### config.mk
export PLATFORM = sky130hd
export DESIGN_NAME = ppm_header_and_ascii_sample_parser
export DESIGN_NICKNAME = d
export VERILOG_FILES = /design/src/rtl/ppm_pkg.sv /design/src/rtl/ppm_parse_core.sv /design/src/rtl/ppm_header_and_ascii_sample_parser.sv
export SDC_FILE = /design/constraint.sdc
export NUM_CORES = 1
export LEC_CHECK = 0
export BUFFER_PORTS_ARGS = -buffer_cell sky130_fd_sc_hd__buf_2
export CORE_MARGIN = 5
export CORE_UTILIZATION = 53
export DETAILED_ROUTE_END_ITERATION = 12
export PLACE_DENSITY = 0.73
export RECOVER_POWER = 100
export SLEW_MARGIN = 0
export SYNTH_ARGS = -nofsm -noshare
export SYNTH_HDL_FRONTEND = slang
export SYNTH_SLANG_ARGS = --single-unit
export TNS_END_PERCENT = 1
### constraint.sdc
create_clock -name clk -period 20.2 [get_ports clk]
set_input_delay 1.01 -clock clk [delete_from_list [all_inputs] [get_ports clk]]
set_output_delay 1.01 -clock clk [all_outputs]
set_load 0.01 [all_outputs]
### src/rtl/ppm_pkg.sv
package ppm_pkg;

  localparam int unsigned ByteW = 8;
  localparam int unsigned NumW  = 32;
  localparam int unsigned MaxW  = 16;
  localparam int unsigned SmpW  = 16;
  localparam int unsigned KindW = 2;
  localparam int unsigned CodeW = 2;
  localparam int unsigned OutDataW = 104;

  localparam logic [ByteW-1:0] CH_3    = 8'h33;
  localparam logic [ByteW-1:0] CH_6    = 8'h36;
  localparam logic [ByteW-1:0] CH_HASH = 8'h23;
  localparam logic [ByteW-1:0] CH_SP   = 8'h20;
  localparam logic [ByteW-1:0] CH_TAB  = 8'h09;
  localparam logic [ByteW-1:0] CH_CR   = 8'h0D;
  localparam logic [ByteW-1:0] CH_LF   = 8'h0A;
  localparam logic [ByteW-1:0] CH_0    = 8'h30;
  localparam logic [ByteW-1:0] CH_9    = 8'h39;

  typedef enum logic [KindW-1:0] {
    KIND_HEADER = 2'd0,
    KIND_SAMPLE = 2'd1,
    KIND_ERROR  = 2'd2
  } kind_t;

  typedef enum logic [CodeW-1:0] {
    ERR_MAGIC   = 2'd0,
    ERR_NUMBER  = 2'd1,
    ERR_LARGE   = 2'd2,
    ERR_HDR_END = 2'd3
  } err_t;

  typedef struct packed {
    kind_t             kind;
    logic [NumW-1:0]   width;
    logic [NumW-1:0]   height;
    logic [MaxW-1:0]   max_value;
    logic              is_binary;
    logic [SmpW-1:0]   sample;
    err_t              code;
  } res_t;

endpackage

### src/rtl/ppm_parse_core.sv
module ppm_parse_core (
  input  logic                       clk,
  input  logic                       rst_n,
  input  logic                       step,
  input  logic [ppm_pkg::ByteW-1:0]  data_byte,
  input  logic                       end_of_file,
  output logic                       res_valid,
  output ppm_pkg::res_t              res
);
  import ppm_pkg::*;

  typedef enum logic [3:0] {
    PH_MAGIC0  = 4'd0,
    PH_MAGIC1  = 4'd1,
    PH_WIDTH   = 4'd2,
    PH_HEIGHT  = 4'd3,
    PH_MAXVAL  = 4'd4,
    PH_SAMPLES = 4'd5,
    PH_P6BODY  = 4'd6,
    PH_HALT    = 4'd7
  } phase_t;

  phase_t            phase_r, phase_nxt;
  logic [NumW-1:0]   acc_r, acc_nxt;
  logic              seen_r, seen_nxt;
  logic              cmt_r, cmt_nxt;
  logic [NumW-1:0]   width_r, width_nxt;
  logic [NumW-1:0]   height_r, height_nxt;
  logic              bin_r, bin_nxt;

  logic              is_digit;
  logic              is_sep;
  logic              is_letter;
  logic [NumW+3:0]   acc_x10;
  logic              raise;
  err_t              raise_code;

  assign is_digit  = (data_byte >= CH_0) && (data_byte <= CH_9);
  assign is_sep    = data_byte inside {CH_SP, CH_TAB, CH_CR, CH_LF, CH_HASH};
  assign is_letter = data_byte inside {[8'h41:8'h5A], [8'h61:8'h7A]};
  assign acc_x10   = {1'b0, acc_r, 3'b000} + {3'b000, acc_r, 1'b0}
                     + {(NumW+4-ByteW)'(0), data_byte - CH_0};

  always_comb begin
    phase_nxt  = phase_r;
    acc_nxt    = acc_r;
    seen_nxt   = seen_r;
    cmt_nxt    = cmt_r;
    width_nxt  = width_r;
    height_nxt = height_r;
    bin_nxt    = bin_r;
    res_valid  = 1'b0;
    res        = '0;
    raise      = 1'b0;
    raise_code = ERR_MAGIC;

    case (phase_r)
      PH_MAGIC0: begin
        if (is_letter) begin
          phase_nxt = PH_MAGIC1;
        end else begin
          raise = 1'b1;
        end
      end
      PH_MAGIC1: begin
        if (data_byte == CH_3 || data_byte == CH_6) begin
          bin_nxt   = (data_byte == CH_6);
          phase_nxt = PH_WIDTH;
          acc_nxt   = '0;
          seen_nxt  = 1'b0;
          cmt_nxt   = 1'b0;
        end else begin
          raise = 1'b1;
        end
      end
      PH_WIDTH, PH_HEIGHT, PH_MAXVAL, PH_SAMPLES: begin
        if (cmt_r) begin
          if (data_byte == CH_LF) begin
            cmt_nxt = 1'b0;
          end
        end else if (is_digit) begin
          if (acc_x10[NumW+3:NumW] != '0) begin
            raise      = 1'b1;
            raise_code = ERR_LARGE;
          end else begin
            acc_nxt  = acc_x10[NumW-1:0];
            seen_nxt = 1'b1;
          end
        end else if (is_sep) begin
          if (data_byte == CH_HASH) begin
            cmt_nxt = 1'b1;
          end
          if (seen_r) begin
            acc_nxt  = '0;
            seen_nxt = 1'b0;
            case (phase_r)
              PH_WIDTH: begin
                width_nxt = acc_r;
                phase_nxt = PH_HEIGHT;
              end
              PH_HEIGHT: begin
                height_nxt = acc_r;
                phase_nxt  = PH_MAXVAL;
              end
              PH_MAXVAL: begin
                res_valid     = 1'b1;
                res.kind      = KIND_HEADER;
                res.width     = width_r;
                res.height    = height_r;
                res.max_value = acc_r[MaxW-1:0];
                res.is_binary = bin_r;
                phase_nxt     = bin_r ? PH_P6BODY : PH_SAMPLES;
              end
              default: begin
                res_valid  = 1'b1;
                res.kind   = KIND_SAMPLE;
                res.sample = acc_r[SmpW-1:0];
              end
            endcase
          end
        end else begin
          raise      = 1'b1;
          raise_code = (seen_r && phase_r == PH_MAXVAL) ? ERR_HDR_END : ERR_NUMBER;
        end
      end
      default: begin
      end
    endcase

    if (raise) begin
      phase_nxt = PH_HALT;
      acc_nxt   = '0;
      seen_nxt  = 1'b0;
      cmt_nxt   = 1'b0;
      res_valid = 1'b1;
      res       = '0;
      res.kind  = KIND_ERROR;
      res.code  = raise_code;
    end

    if (end_of_file) begin
      if (!res_valid) begin
        if (phase_nxt inside {PH_MAGIC0, PH_MAGIC1, PH_WIDTH, PH_HEIGHT, PH_MAXVAL}) begin
          res_valid = 1'b1;
          res       = '0;
          res.kind  = KIND_ERROR;
          res.code  = ERR_HDR_END;
        end else if (phase_nxt == PH_SAMPLES && seen_nxt) begin
          res_valid  = 1'b1;
          res        = '0;
          res.kind   = KIND_SAMPLE;
          res.sample = acc_nxt[SmpW-1:0];
        end
      end
      phase_nxt = PH_MAGIC0;
      acc_nxt   = '0;
      seen_nxt  = 1'b0;
      cmt_nxt   = 1'b0;
    end
  end

  always_ff @(posedge clk) begin
    if (!rst_n) begin
      phase_r  <= PH_MAGIC0;
      acc_r    <= '0;
      seen_r   <= 1'b0;
      cmt_r    <= 1'b0;
      width_r  <= '0;
      height_r <= '0;
      bin_r    <= 1'b0;
    end else if (step) begin
      phase_r  <= phase_nxt;
      acc_r    <= acc_nxt;
      seen_r   <= seen_nxt;
      cmt_r    <= cmt_nxt;
      width_r  <= width_nxt;
      height_r <= height_nxt;
      bin_r    <= bin_nxt;
    end
  end

  a_eof_restart: assert property (@(posedge clk) disable iff (!rst_n)
    step && end_of_file |=> phase_r == PH_MAGIC0)
    else $error("parser did not restart after end of file");

  a_error_halts: assert property (@(posedge clk) disable iff (!rst_n)
    step && res_valid && res.kind == KIND_ERROR && !end_of_file |=> phase_r == PH_HALT)
    else $error("parser kept running after an error");

  a_header_phase: assert property (@(posedge clk) disable iff (!rst_n)
    step && res_valid && res.kind == KIND_HEADER |-> phase_r == PH_MAXVAL && seen_r)
    else $error("header emitted outside maximum value field");

  a_seen_phase: assert property (@(posedge clk) disable iff (!rst_n)
    seen_r |-> phase_r == PH_WIDTH || phase_r == PH_HEIGHT ||
               phase_r == PH_MAXVAL || phase_r == PH_SAMPLES)
    else $error("pending digits outside a number phase");

  a_cmt_phase: assert property (@(posedge clk) disable iff (!rst_n)
    cmt_r |-> !seen_r && (phase_r == PH_WIDTH || phase_r == PH_HEIGHT ||
               phase_r == PH_MAXVAL || phase_r == PH_SAMPLES || phase_r == PH_P6BODY))
    else $error("comment flag set outside a number phase");

endmodule

### src/rtl/ppm_header_and_ascii_sample_parser.sv
// Channel | Dir | tdata                                         | tuser / tlast
// in_     | in  | [7:0] data_byte                               | tlast: end_of_file
// out_    | out | width, height, max, binary, sample, err code  | tuser[1:0]: result_kind
//
// One item per cycle sustained while out_tready holds; a byte passes the input register, then the result register.
// The decimal shift-add and phase update sit between the input and result registers.
// Synchronous active-low reset returns the parser to the magic first byte phase.
// A stalled result holds in the result register; the input register keeps taking
// items while the result register frees in the same cycle.
module ppm_header_and_ascii_sample_parser (
  input  logic                          clk,
  input  logic                          rst_n,
  input  logic                          in_tvalid,
  output logic                          in_tready,
  input  logic [ppm_pkg::ByteW-1:0]     in_tdata,   // [7:0] data_byte
  input  logic                          in_tlast,
  output logic                          out_tvalid,
  input  logic                          out_tready,
  output logic [ppm_pkg::OutDataW-1:0]  out_tdata,  // [31:0] width_px, [63:32] height_px,
                                                    // [79:64] max_value, [80] is_binary_format,
                                                    // [96:81] sample_value, [98:97] error_code
  output logic [ppm_pkg::KindW-1:0]     out_tuser   // [1:0] result_kind
);
  import ppm_pkg::*;

  logic              s1_valid_r;
  logic [ByteW-1:0]  s1_byte_r;
  logic              s1_eof_r;
  logic              out_valid_r;
  res_t              out_res_r;
  logic              out_free;
  logic              s1_adv;
  logic              core_valid;
  res_t              core_res;

  assign out_free  = !out_valid_r || out_tready;
  assign s1_adv    = s1_valid_r && out_free;
  assign in_tready = !s1_valid_r || out_free;

  ppm_parse_core u_core (
    .clk         (clk),
    .rst_n       (rst_n),
    .step        (s1_adv),
    .data_byte   (s1_byte_r),
    .end_of_file (s1_eof_r),
    .res_valid   (core_valid),
    .res         (core_res)
  );

  always_ff @(posedge clk) begin
    if (!rst_n) begin
      s1_valid_r  <= 1'b0;
      out_valid_r <= 1'b0;
    end else begin
      if (in_tvalid && in_tready) begin
        s1_valid_r <= 1'b1;
      end else if (s1_adv) begin
        s1_valid_r <= 1'b0;
      end
      if (s1_adv) begin
        out_valid_r <= core_valid;
      end else if (out_tready) begin
        out_valid_r <= 1'b0;
      end
    end
  end

  always_ff @(posedge clk) begin
    if (in_tvalid && in_tready) begin
      s1_byte_r <= in_tdata;
      s1_eof_r  <= in_tlast;
    end
    if (s1_adv && core_valid) begin
      out_res_r <= core_res;
    end
  end

  assign out_tvalid = out_valid_r;
  assign out_tuser  = out_res_r.kind;
  assign out_tdata  = {5'b00000, out_res_r.code, out_res_r.sample, out_res_r.is_binary,
                       out_res_r.max_value, out_res_r.height, out_res_r.width};

endmodule

# Word level (Yosys, flattened, before mapping)
# Index checks and enable logic that the tools add are counted.
[word_totals]
reg_bits = 215
inputBits = 13
out_inout_bits = 108
[classes]
add_sub_neg = 3
n_lt_le_gt_ge = 6
n_eq_ne = 22
muxes = 78
n_bitwise = 2
reduce_logical = 30
[ops]
columns = ["op", "n"]
rows = [
  ["101-bit 2-to-1 mux", 5],
  ["99-bit 2-to-1 mux", 5],
  ["32-bit 2-to-1 mux", 8],
  ["81-bit 2-to-1 mux", 1],
  ["32-bit case mux with 2 select lines", 1],
  ["1-bit 2-to-1 mux", 37],
  ["35-bit by 33-bit adder with 36-bit output", 1],
  ["36-bit by 8-bit adder with 36-bit output", 1],
  ["8-bit by 6-bit equality test with 1-bit output (second input constant)", 4],
  ["4-bit 2-to-1 mux", 8],
  ["8-bit by 4-bit equality test with 1-bit output (second input constant)", 3],
  ["4-bit case mux with 3 select lines", 2],
  ["7-bit AND reduction", 3],
  ["4-bit by 2-bit equality test with 1-bit output (second input constant)", 4],
  ["4-bit by 3-bit equality test with 1-bit output (second input constant)", 4],
  ["8-bit by 7-bit >= comparator with 1-bit output (second input constant)", 2],
  ["8-bit by 7-bit <= comparator with 1-bit output (second input constant)", 2],
  ["16-bit 2-to-1 mux", 1],
  ["2-bit 2-to-1 mux", 7],
  ["5-bit by 2-bit != test with 1-bit output (second input constant)", 2],
  ["5-bit nonzero test", 2],
  ["4-bit by 1-bit equality test with 1-bit output (second input constant)", 2],
  ["8-bit by 6-bit >= comparator with 1-bit output (second input constant)", 1],
  ["8-bit by 6-bit <= comparator with 1-bit output (second input constant)", 1],
  ["other kinds (17)", 34],
]

# Depth between registers and ports, before layout
# Gate-level depths: netlist of the first run.
[depth]
depth_word = 15
mapped_depth = 18
mapped_depth_nobuf = 16

# Modules after synthesis
# Synthesis of the first run repeated with hierarchy kept, for this count alone.
[unflattened]
cells_unflattened = 1118
hier_area_um2 = 10929.2
[modules_own_cells]
columns = ["mod", "n_inst", "cells_each", "area_per_inst_um2", "seq_area_each_um2"]
rows = [
  ["ppm_parse_core", 1, 989, 7472.2, 2062.0],
  ["ppm_header_and_ascii_sample_parser", 1, 129, 3457.1, 3343.2],
]

# Least setup slack after synthesis of the first run
# No wires, ideal clock.
[synth_timing]
path_kind = "register to register"
startpoint = "register s1_byte_r[4]"
endpoint = "register out_res_r, in the netlist out_tdata[0], enable pin"
setup_time_ps = 621
t_arrival_ps = 8776
setup_slack_ps = 10803
path_stages_with_launch = 17
path_buffers = 1
period_less_slack_ps = 9397
cell_sequence = "edfxtp_1 > ha_1 > xor2_1 > fa_1 > inv_1 > ha_1 > a21oi_1 > o211ai_1 > nand2_1 > nand2_1 > a221oi_1 > mux2i_1 > o21ai_1 > or3_1 > clkbuf_1 > a31o_1 > a31oi_1"
[synth_between]
elab_chain_cells = 15
word_cells_on_any_way = 61
classes_between = "add/sub: 2; order compare: 6; eq/ne: 12; mux: 30; reduce/logical: 11"
[synth_lines]
columns = ["item", "line_no", "text"]
rows = [
  ["start: declaration", "ppm_header_and_ascii_sample_parser.sv:27", "logic [ByteW-1:0] s1_byte_r;"],
  ["start signal: assignment", "ppm_header_and_ascii_sample_parser.sv:70", "s1_byte_r <= in_tdata;"],
  ["8-bit by 6-bit subtractor with 8-bit output", "ppm_parse_core.sv:42", "+ {(NumW+4-ByteW)'(0), data_byte - CH_0};"],
  ["36-bit by 8-bit adder with 36-bit output", "ppm_parse_core.sv:42", ""],
  ["4-bit nonzero test", "ppm_parse_core.sv:82", "if (acc_x10[NumW+3:NumW] != '0) begin"],
  ["1-bit 2-to-1 mux", "ppm_parse_core.sv:82", ""],
  ["1-bit 2-to-1 mux", "ppm_parse_core.sv:81", "end else if (is_digit) begin"],
  ["1-bit 2-to-1 mux", "ppm_parse_core.sv:77", "if (cmt_r) begin"],
  ["1-bit case mux with 3 select lines", "ppm_parse_core.sv:57", "case (phase_r)"],
  ["4-bit 2-to-1 mux", "ppm_parse_core.sv:130", "if (raise) begin"],
  ["4-bit by 3-bit equality test with 1-bit output", "ppm_parse_core.sv:148", "end else if (phase_nxt == PH_SAMPLES && seen_nxt) begin"],
  ["1-bit logical AND", "ppm_parse_core.sv:148", ""],
  ["1-bit 2-to-1 mux", "ppm_parse_core.sv:148", ""],
  ["1-bit 2-to-1 mux", "ppm_parse_core.sv:143", "if (phase_nxt inside {PH_MAGIC0, PH_MAGIC1, PH_WIDTH, PH_HEIGHT, PH_MAXVAL}) begin"],
  ["1-bit 2-to-1 mux", "ppm_parse_core.sv:142", "if (!res_valid) begin"],
  ["1-bit 2-to-1 mux (*)", "ppm_parse_core.sv:141", "if (end_of_file) begin"],
  ["1-bit logical AND (*)", "ppm_header_and_ascii_sample_parser.sv:73", "if (s1_adv && core_valid) begin"],
  ["end signal: assignment", "ppm_header_and_ascii_sample_parser.sv:74", "out_res_r <= core_res;"],
  ["end: declaration", "ppm_header_and_ascii_sample_parser.sv:30", "res_t out_res_r;"],
]
# Mark *: on every way between the ends. The rest lies on a longest branch, timed or not.
# A chain may end at the register's enable or synchronous reset.

# Final worst setup path of the first run
[layout_timing]
startpoint = "register s1_byte_r[4]"
endpoint = "register out_res_r, in the netlist out_tdata[81], enable pin"
# The elaborated chain is that of the path after synthesis.

==> key figures, run 1 <==
Run status
  – Run status: finished with violations
  – Violated checks: capacitance limit, slew limit

Placement
  – Setup slack after placement: 13960 ps
  – Total half-perimeter wirelength after legalization and detailed placement: 16.6 mm
  – Cell area reported after detailed placement: about 11000 sq um
  – Port Buf Inserts: 115
  – RD Place Congestion: 0.910

Worst setup path
  – Largest fanout of any net on the critical path: 77
  – Launch point of the critical path: s1_byte_r[4]
  – Capturing point of the worst reg2reg path: out_tdata[81]
  – Start-to-end type of the worst setup path: flip-flop to flip-flop
  – Startpoint of the worst register-to-register path: s1_byte_r[4]
  – Worst Setup Start Kind: flip-flop
  – FF-to-FF path depth: 16
  – Setup slack of the most critical reg-to-reg path: ~11000 ps
  – Crit. End Element: flip-flop
  – Critical path data required time: 20220 ps
  – Arrival @ worst endpoint: 9610 ps

Yosys
  – Library cell with the largest summed area after synthesis: sky130_fd_sc_hd__edfxtp_1
  – Ys Warns: 0
  – Average footprint of a synthesized cell: 10.0 sq um
  – Cell types occupying the most area after synthesis: sky130_fd_sc_hd__edfxtp_1 (31%), sky130_fd_sc_hd__dfxtp_1 (20%), sky130_fd_sc_hd__ha_1 (7.5%)
  – Number of synthesized register bits: about 220
  – EDFF count, synth: 110
  – Post-synth top cells: sky130_fd_sc_hd__nand2_1 (178), sky130_fd_sc_hd__a21oi_1 (110), sky130_fd_sc_hd__edfxtp_1 (110)
  – Sequential-to-total area share from yosys stat: 50.5%
  – Async SR Flop Fraction: 0%
  – Count of cell types in the netlist: 74
  – Mapped Area: 10700 sq um
  – Most instantiated library cell after synthesis: sky130_fd_sc_hd__nand2_1
  – Fraction of post-synthesis cell area in the top cell type by area: 30.9%
  – Primary FF master, synth: sky130_fd_sc_hd__edfxtp_1
  – Syn Inst Count: 1066

Timing
  – Setup-failing EPs final: 0
  – Post-Route Hold Slack: 445 ps
  – Fin crit share: 47.4%
  – Headroom to the max-slew limit: -166%
  – Setup repair after global routing missed its margin: false
  – Final setup margin: around 11000 ps
  – Count of final hold-check violations: 0
  – Crit path time final: 9580 ps
  – Final sum of negative setup slack: 0 ps
  – Transition at the pin with the smallest max-transition slack: about 4000 ps
  – Max Fclk: 104 MHz
  – Clock skew: 19.5 ps
  – Final slew viol count: 282

Clock network
  – Longest Clk Path Bufs: 3
  – Number of buffers inserted by post-CTS setup repair: 0
  – Clock transition time at the flip-flop clock pins of the worst setup and hold paths: 60 ps
  – Post-CTS resize count: 0
  – Hold-fix buffers, CTS: 0
  – H-tree levels: 1
  – TritonCTS clock tree: built
  – Latest clock arrival within the worst-skew pair: 510 ps
  – Number of buffers created by CTS: 23
  – Clock Tree Root: sky130_fd_sc_hd__clkbuf_16
  – Sinks on the clock net: 215

Final layout
  – Antenna Cells: 0
  – Proportion of layout cells with a drive suffix above 1: about 5.6%
  – Multi-input gate area in the final layout: approximately 5000 sq um
  – Total non-filler cell area in the finished layout: between 10000 and 15000 sq um
  – # fillers: around 1800
  – Nets@finish: 1240
  – Area growth from synthesis to layout: 12.3%
  – Sequential cell area: around 5400 sq um

Min path
  – Kind of path behind the tightest hold check: flip-flop to flip-flop
  – Hold-critical path depth: 2
  – Source of the worst hold timing path: u_core.width_r[21]
  – Worst Hold End: u_core.width_r[21]

Routing
  – Post-DR vias/cell: 5.49
  – 1st-pass router iterations: 4
  – DR vias: 7924
  – DRT antenna net count: 0
  – DR WL/cell: 16.6 um
  – DRT Wirelength: 24.0 mm
  – Final routed DRC violation total: 0
  – Violation count after the first detailed-route iteration: 449

Die
  – Area of the die: 23100 sq um
  – Initial core utilization: a little over half
  – Site row count: 52
  – Total core area: approximately 20000 sq um
  – Overall die width: ~150 um
  – Boundary pin count: 121
  – Die boundary height: 152 um

Global routing
  – Vias in the first global route: 7730
  – Overall Global Routing Usage: 20.1%
  – Global-route wire length before repair: 39.3 mm
  – Initial antenna violation count: 0
  – Maximum number of pins on one net before global-route repair: 81
  – Global route total overflow: 0

Power and ir drop
  – Maximum ir drop on the vdd rail: 59.7 uV
  – Static power due to leakage: 4.45 nW
  – Power after layout: approximately 0.95 mW
  – Power density relative to cell area: around 80 nW/um^2

Flow run
  – MaxCap Viol Count: 6
[flip-flops by register name, summed over array words and instances, names as in the netlist]
register,flops
u_core.cmt_r,1
out_tuser,2
u_core.phase_r,4
u_core.acc_r,32
out_tdata,99
u_core.width_r,32
out_tvalid,1
u_core.height_r,32
s1_byte_r,8
s1_eof_r,1
u_core.seen_r,1
u_core.bin_r,1
s1_valid_r,1
[area by class of cell]
class / count / share of cell area, %
clock buffers: 33 / 5.19
multi-input cells: 760 / 40.6
inverters: 35 / 1.09
flip-flops and latches: 215 / 45.0
clock inverters: 8 / 1.23
repair buffers: 122 / 4.03
well taps: 270 / 2.81
[placed cells by master (no fill, tap or decap), types with 8 or more instances in the layout]
cell type | synthesis | layout
sky130_fd_sc_hd__nand4_1 | 8 | 8
sky130_fd_sc_hd__inv_1 | 35 | 34
sky130_fd_sc_hd__nor2_1 | 36 | 36
sky130_fd_sc_hd__and2_1 | 86 | 27
sky130_fd_sc_hd__a22o_1 | 44 | 44
sky130_fd_sc_hd__o22ai_1 | 9 | 9
sky130_fd_sc_hd__edfxtp_1 | 110 | 110
sky130_fd_sc_hd__xnor2_1 | 17 | 17
sky130_fd_sc_hd__nor3_1 | 10 | 9
sky130_fd_sc_hd__nand2_1 | 178 | 178
sky130_fd_sc_hd__buf_2 | 3 | 12
sky130_fd_sc_hd__a21o_1 | 11 | 11
sky130_fd_sc_hd__or2_2 | 8 | 8
sky130_fd_sc_hd__o21a_1 | 8 | 8
sky130_fd_sc_hd__ha_1 | 64 | 64
sky130_fd_sc_hd__dfxtp_1 | 105 | 105
sky130_fd_sc_hd__clkbuf_16 | 0 | 23
sky130_fd_sc_hd__nor2b_1 | 8 | 8
sky130_fd_sc_hd__and2_0 | 0 | 59
sky130_fd_sc_hd__xor2_1 | 13 | 13
sky130_fd_sc_hd__nand3_1 | 15 | 15
sky130_fd_sc_hd__clkbuf_1 | 49 | 116
sky130_fd_sc_hd__a31oi_1 | 9 | 9
sky130_fd_sc_hd__o21ai_0 | 23 | 29
sky130_fd_sc_hd__a21oi_1 | 110 | 110
sky130_fd_sc_hd__nand2b_1 | 9 | 9
[metal layers]
layer,vias up,wire (um),global-route usage [%]
li1,3969,-,-
met1,3700,11500,28.3
met2,222,10800,32.4
met3,33,1350,3.87
met4,0,374,4.37
met5,-,0,0
[how the worst max path moves through the flow]
stage / end
global placement: out_tdata[81]
global route: out_tdata[81]
floorplan: out_tdata[0]
finish: out_tdata[81]
detailed placement: out_tdata[82]
CTS: out_tdata[82]
[report_power, final]
group	switching [mW]	leakage, nW	internal [mW]	total (mW)
registers	0.00693	1.84	0.474	0.481
logic	0.0330	2.24	0.0133	0.0463
clock network	0.161	0.375	0.266	0.426
total	0.200	4.45	0.753	0.953
[per-stage QoR]
step	cells	utilization (%)
floorplan	1070	-
global placement	1402	57.1
detailed placement	1402	57.1
CTS	1443	61.0
global route	1443	59.9
finish	1443	59.9
[cells by family after synthesis]
logic type	after synthesis	share of synthesized area, %
DFF	215	50.6
adders and majority gates	70	8.61
xor gates and xnor gates	30	2.46
buffers and inverters	95	3.69
muxes	2	0.187
and+or+nand+nor	379	17.3
other	1	0.0351
AOI/OAI and AO/OA	274	17.2
[critical path, cell delays in order, from the launching register on]
cell                       delay, ps
sky130_fd_sc_hd__edfxtp_1        510
sky130_fd_sc_hd__ha_1            340
sky130_fd_sc_hd__xor2_1          180
sky130_fd_sc_hd__fa_1            490
sky130_fd_sc_hd__inv_1            40
sky130_fd_sc_hd__ha_1            320
sky130_fd_sc_hd__a21oi_1         270
sky130_fd_sc_hd__o211ai_1        190
sky130_fd_sc_hd__nand2_1         120
sky130_fd_sc_hd__nand2_1          90
sky130_fd_sc_hd__a221oi_1        440
sky130_fd_sc_hd__mux2i_1         220
sky130_fd_sc_hd__o21ai_0         170
sky130_fd_sc_hd__or3_1           510
sky130_fd_sc_hd__a31o_1          240
sky130_fd_sc_hd__a31oi_1        1950
sky130_fd_sc_hd__clkbuf_1       2910
No activity file was read; power rests on OpenSTA's default activity.
==> inputs of run 2 (changes only) <==
--- a/config.mk
+++ b/config.mk
@@ -5,6 +5,7 @@
 export SDC_FILE = /design/constraint.sdc
 export NUM_CORES = 1
 export LEC_CHECK = 0
+export ABC_AREA = 1
 export BUFFER_PORTS_ARGS = -buffer_cell sky130_fd_sc_hd__buf_2
 export CORE_MARGIN = 5
 export CORE_UTILIZATION = 53
==> constraint.sdc (replaced) <==
create_clock -name clk -period 9.25 [get_ports clk]
set_input_delay 0.4625 -clock clk [delete_from_list [all_inputs] [get_ports clk]]
set_output_delay 0.4625 -clock clk [all_outputs]
set_load 0.01 [all_outputs]
==> run 2 against run 1 <==
  * The flow still finishes with violations (capacitance limit, slew limit)
  * Synthesized cell count increased by 47%
  * Routed wire length increased by 37%
  * Setup slack lost 8500 ps
  * Clock-buffer cell count down 3
  * Clock power increased by 100%
  * Worst hold slack got worse by 320 ps
  * Largest cell class is now multi-input combinational cells
==> key figures, run 2 <==
Die
  – Total core area: 22500 sq um (+12%)
  – Area of the die: 25800 sq um (+12%)
  – Initial core utilization: 53.5% (+0.097 points)
  – Site row count: 55 (+5.8%)
  – Die boundary height: 161 um (+5.7%)
  – Boundary pin count: 121 (unchanged)
  – Overall die width: 161 um (+5.7%)

Clock network
  – Hold-fix buffers, CTS: 0 (unchanged)
  – Post-CTS resize count: 0 (unchanged)
  – TritonCTS clock tree: built
  – Latest clock arrival within the worst-skew pair: 510 ps (about the same)
  – Clock transition time at the flip-flop clock pins of the worst setup and hold paths: 60 ps (about the same)
  – Sinks on the clock net: 215 (unchanged)
  – Number of buffers created by CTS: 23 (unchanged)
  – Longest Clk Path Bufs: 3 (unchanged)
  – H-tree levels: 1 (unchanged)
  – Number of buffers inserted by post-CTS setup repair: 0 (unchanged)
  – Clock Tree Root: sky130_fd_sc_hd__clkbuf_16

Global routing
  – Overall Global Routing Usage: 25.0% (+5.0 points)
  – Initial antenna violation count: 0 (unchanged)
  – Global-route wire length before repair: 52.6 mm (+34%)
  – Vias in the first global route: 9966 (+29%)
  – Global route total overflow: 0 (unchanged)
  – Maximum number of pins on one net before global-route repair: 82 (+1.2%)

Timing
  – Crit path time final: 7110 ps (-2470 ps)
  – Final slew viol count: 176 (-38%)
  – Fin crit share: 76.9% (+29 points)
  – Count of final hold-check violations: 0 (unchanged)
  – Post-Route Hold Slack: 130 ps (-315 ps)
  – Transition at the pin with the smallest max-transition slack: 3430 ps (-552 ps)
  – Headroom to the max-slew limit: -129% (+37 points)
  – Clock skew: 21.4 ps (+1.84 ps)
  – Max Fclk: 141 MHz (+35%)
  – Final sum of negative setup slack: 0 ps (unchanged)
  – Setup repair after global routing missed its margin: false
  – Setup-failing EPs final: 0 (unchanged)

Yosys
  – Mapped Area: 12000 sq um (+12%)
  – Average footprint of a synthesized cell: 7.70 sq um (-23%)
  – Most instantiated library cell after synthesis: sky130_fd_sc_hd__nand2_1
  – Post-synth top cells: sky130_fd_sc_hd__nand2_1 (368), sky130_fd_sc_hd__nor2_1 (230), sky130_fd_sc_hd__inv_1 (173)
  – EDFF count, synth: 110 (unchanged)
  – Library cell with the largest summed area after synthesis: sky130_fd_sc_hd__edfxtp_1
  – Cell types occupying the most area after synthesis: sky130_fd_sc_hd__edfxtp_1 (27%), sky130_fd_sc_hd__dfxtp_1 (17%), sky130_fd_sc_hd__nand2_1 (11%)
  – Async SR Flop Fraction: 0% (unchanged)
  – Fraction of post-synthesis cell area in the top cell type by area: 27.5% (-3.4 points)
  – Primary FF master, synth: sky130_fd_sc_hd__edfxtp_1
  – Count of cell types in the netlist: 47 (-36%)
  – Ys Warns: 0 (unchanged)
  – Syn Inst Count: 1563 (+47%)
  – Number of synthesized register bits: 215 (unchanged)
  – Sequential-to-total area share from yosys stat: 44.9% (-5.6 points)

Final layout
  – Multi-input gate area in the final layout: 5560 sq um (+14%)
  – Sequential cell area: 5410 sq um (unchanged)
  – Top library cells by usage in the layout, fill and taps aside: sky130_fd_sc_hd__nand2_1 (373), sky130_fd_sc_hd__nor2_1 (231), sky130_fd_sc_hd__inv_1 (174), sky130_fd_sc_hd__a21oi_1 (145), sky130_fd_sc_hd__clkbuf_1 (112)
  – Filler-free cell count of the finished design: 1951 (+35%)
  – Antenna Cells: 0 (unchanged)
  – Nets@finish: 1733 (+40%)
  – # fillers: 2136 (+19%)
  – Most frequent standard cell in the layout excluding fill and tap cells: sky130_fd_sc_hd__nand2_1
  – Proportion of layout cells with a drive suffix above 1: 4.80% (-0.82 points)
  – Area growth from synthesis to layout: 10.2%
  – Flip-flop count of the largest register after layout: 99 (unchanged)

Worst setup path
  – Arrival @ worst endpoint: 7230 ps (-2380 ps)
  – FF-to-FF path depth: 26 (+10)
  – Capturing point of the worst reg2reg path: out_tdata[4]
  – Start-to-end type of the worst setup path: flip-flop to flip-flop
  – Startpoint of the worst register-to-register path: s1_byte_r[4]
  – Largest fanout of any net on the critical path: 71 (-7.8%)
  – Worst Setup Start Kind: flip-flop
  – Crit. End Element: flip-flop
  – Critical path data required time: 9370 ps (-10850 ps)
  – Setup slack of the most critical reg-to-reg path: 2140 ps (-8480 ps)

Min path
  – Hold-critical path depth: 1 (-1)
  – Worst Hold End: s1_byte_r[2]
  – Kind of path behind the tightest hold check: input pin to flip-flop
  – Source of the worst hold timing path: in_tdata[2]

Run status
  – Violated checks: capacitance limit, slew limit
  – Run status: finished with violations

Power and ir drop
  – Maximum ir drop on the vdd rail: 141 uV (+140%)
  – Static power due to leakage: 5.52 nW (+24%)
  – Power density relative to cell area: 167 nW/um^2 (+110%)

Routing
  – Total routed wire length on the met1 layer: 15.3 mm (+33%)
  – DRT antenna net count: 0 (unchanged)
  – DRT Wirelength: 33.0 mm (+37%)
  – 1st-pass router iterations: 5 (+1)
  – Wire length on met2: 14.3 mm (+32%)
  – DR WL/cell: 16.9 um (+1.6%)
  – Top layer reached by signal wires: met4
  – Final routed DRC violation total: 0 (unchanged)
  – Violation count after the first detailed-route iteration: 1091 (+140%)
  – Post-DR vias/cell: 5.39 (-1.8%)
  – DR vias: 10500 (+33%)
  – WL met3: 2.56 mm (+89%)

Placement
  – Total half-perimeter wirelength after legalization and detailed placement: 23.6 mm (+42%)
  – Post-Place Cells: 1910 (+36%)
  – Port Buf Inserts: 115 (unchanged)
  – RD Place Congestion: 0.962 (+5.8%)

Flow run
  – MaxCap Viol Count: 3 (-3)
## run 2: layout make-up
type | count | area share, %
clock inverter | 11 | 0.727
tap | 285 | 2.69
inverter | 195 | 5.55
multi-input combinational | 1093 | 42.0
timing repair buffer | 122 | 3.68
clock buffer | 30 | 4.62
sequential | 215 | 40.8
## run 2: power by group
part | leakage (nW) | total (mW) | switching (mW) | internal [mW]
combinational | 3.26 | 0.282 | 0.203 | 0.0798
clock | 0.343 | 0.867 | 0.369 | 0.498
sequential | 1.91 | 1.07 | 0.0276 | 1.04
## run 2: how the worst max path moves through the flow
| stage | startpoint | endpoint | slack [ps] | cells past startpoint |
|---|---|---|---|---|
| after floorplan | s1_byte_r[4] | out_tdata[0] | 3560 | 26 |
| after global placement | s1_byte_r[4] | out_tdata[55] | 3600 | 25 |
| after detailed placement | s1_byte_r[4] | out_tdata[63] | 3400 | 25 |
| after CTS | s1_byte_r[4] | out_tdata[63] | 3380 | 25 |
| after global routing | s1_byte_r[4] | out_tdata[71] | 1480 | 26 |
| final | s1_byte_r[4] | out_tdata[4] | 2140 | 26 |
## run 2: cell families after synthesis
group / synth area share (%)
xor gates and xnor gates: 1.97
other: 0.0312
adders and majority gates: 7.66
AOI/OAI and AO/OA: 12.9
DFF: 44.9
and+or+nand+nor: 23.8
buffers and inverters: 8.70
## run 2: per-stage QoR
| stage | power, mW | cell area, sq um | util (%) | setup WS, ps |
|---|---|---|---|---|
| floorplan | 1.29 | 12000 | - | 3560 |
| global placement | 1.37 | 12700 | 56.6 | 3600 |
| detailed placement | 1.38 | 12700 | 56.6 | 3400 |
| CTS | 2.24 | 13400 | 59.7 | 3380 |
| global route | 2.31 | 13300 | 58.9 | 1480 |
| finish | 2.22 | 13300 | 58.9 | 2140 |
## run 2: metal layers
layer,vias up,global-route usage [%]
met5,-,0
li1,5243,-
met1,4797,37.3
met4,0,6.73
met3,59,3.41
met2,422,38.6
## run 2: critical path: stages (launching register included)
cell and delay [ps]:
sky130_fd_sc_hd__edfxtp_1 530, sky130_fd_sc_hd__ha_1 310, sky130_fd_sc_hd__xor2_1 160, sky130_fd_sc_hd__fa_1 480
sky130_fd_sc_hd__inv_1 40, sky130_fd_sc_hd__ha_1 350, sky130_fd_sc_hd__nand2_1 90, sky130_fd_sc_hd__nor2_1 90
sky130_fd_sc_hd__nand2_1 60, sky130_fd_sc_hd__nand3_1 110, sky130_fd_sc_hd__nand2_1 60, sky130_fd_sc_hd__nand2_1 110
sky130_fd_sc_hd__nand2_1 70, sky130_fd_sc_hd__nand2_1 170, sky130_fd_sc_hd__nand2_1 100, sky130_fd_sc_hd__nand2_1 90
sky130_fd_sc_hd__nor2_2 30, sky130_fd_sc_hd__nand2_1 490, sky130_fd_sc_hd__nand2_1 230, sky130_fd_sc_hd__nand2_1 670
sky130_fd_sc_hd__clkinvlp_2 680, sky130_fd_sc_hd__nand2_1 290, sky130_fd_sc_hd__inv_1 100, sky130_fd_sc_hd__nand2_1 70
sky130_fd_sc_hd__nand2_1 110, sky130_fd_sc_hd__inv_4 380, sky130_fd_sc_hd__buf_4 770
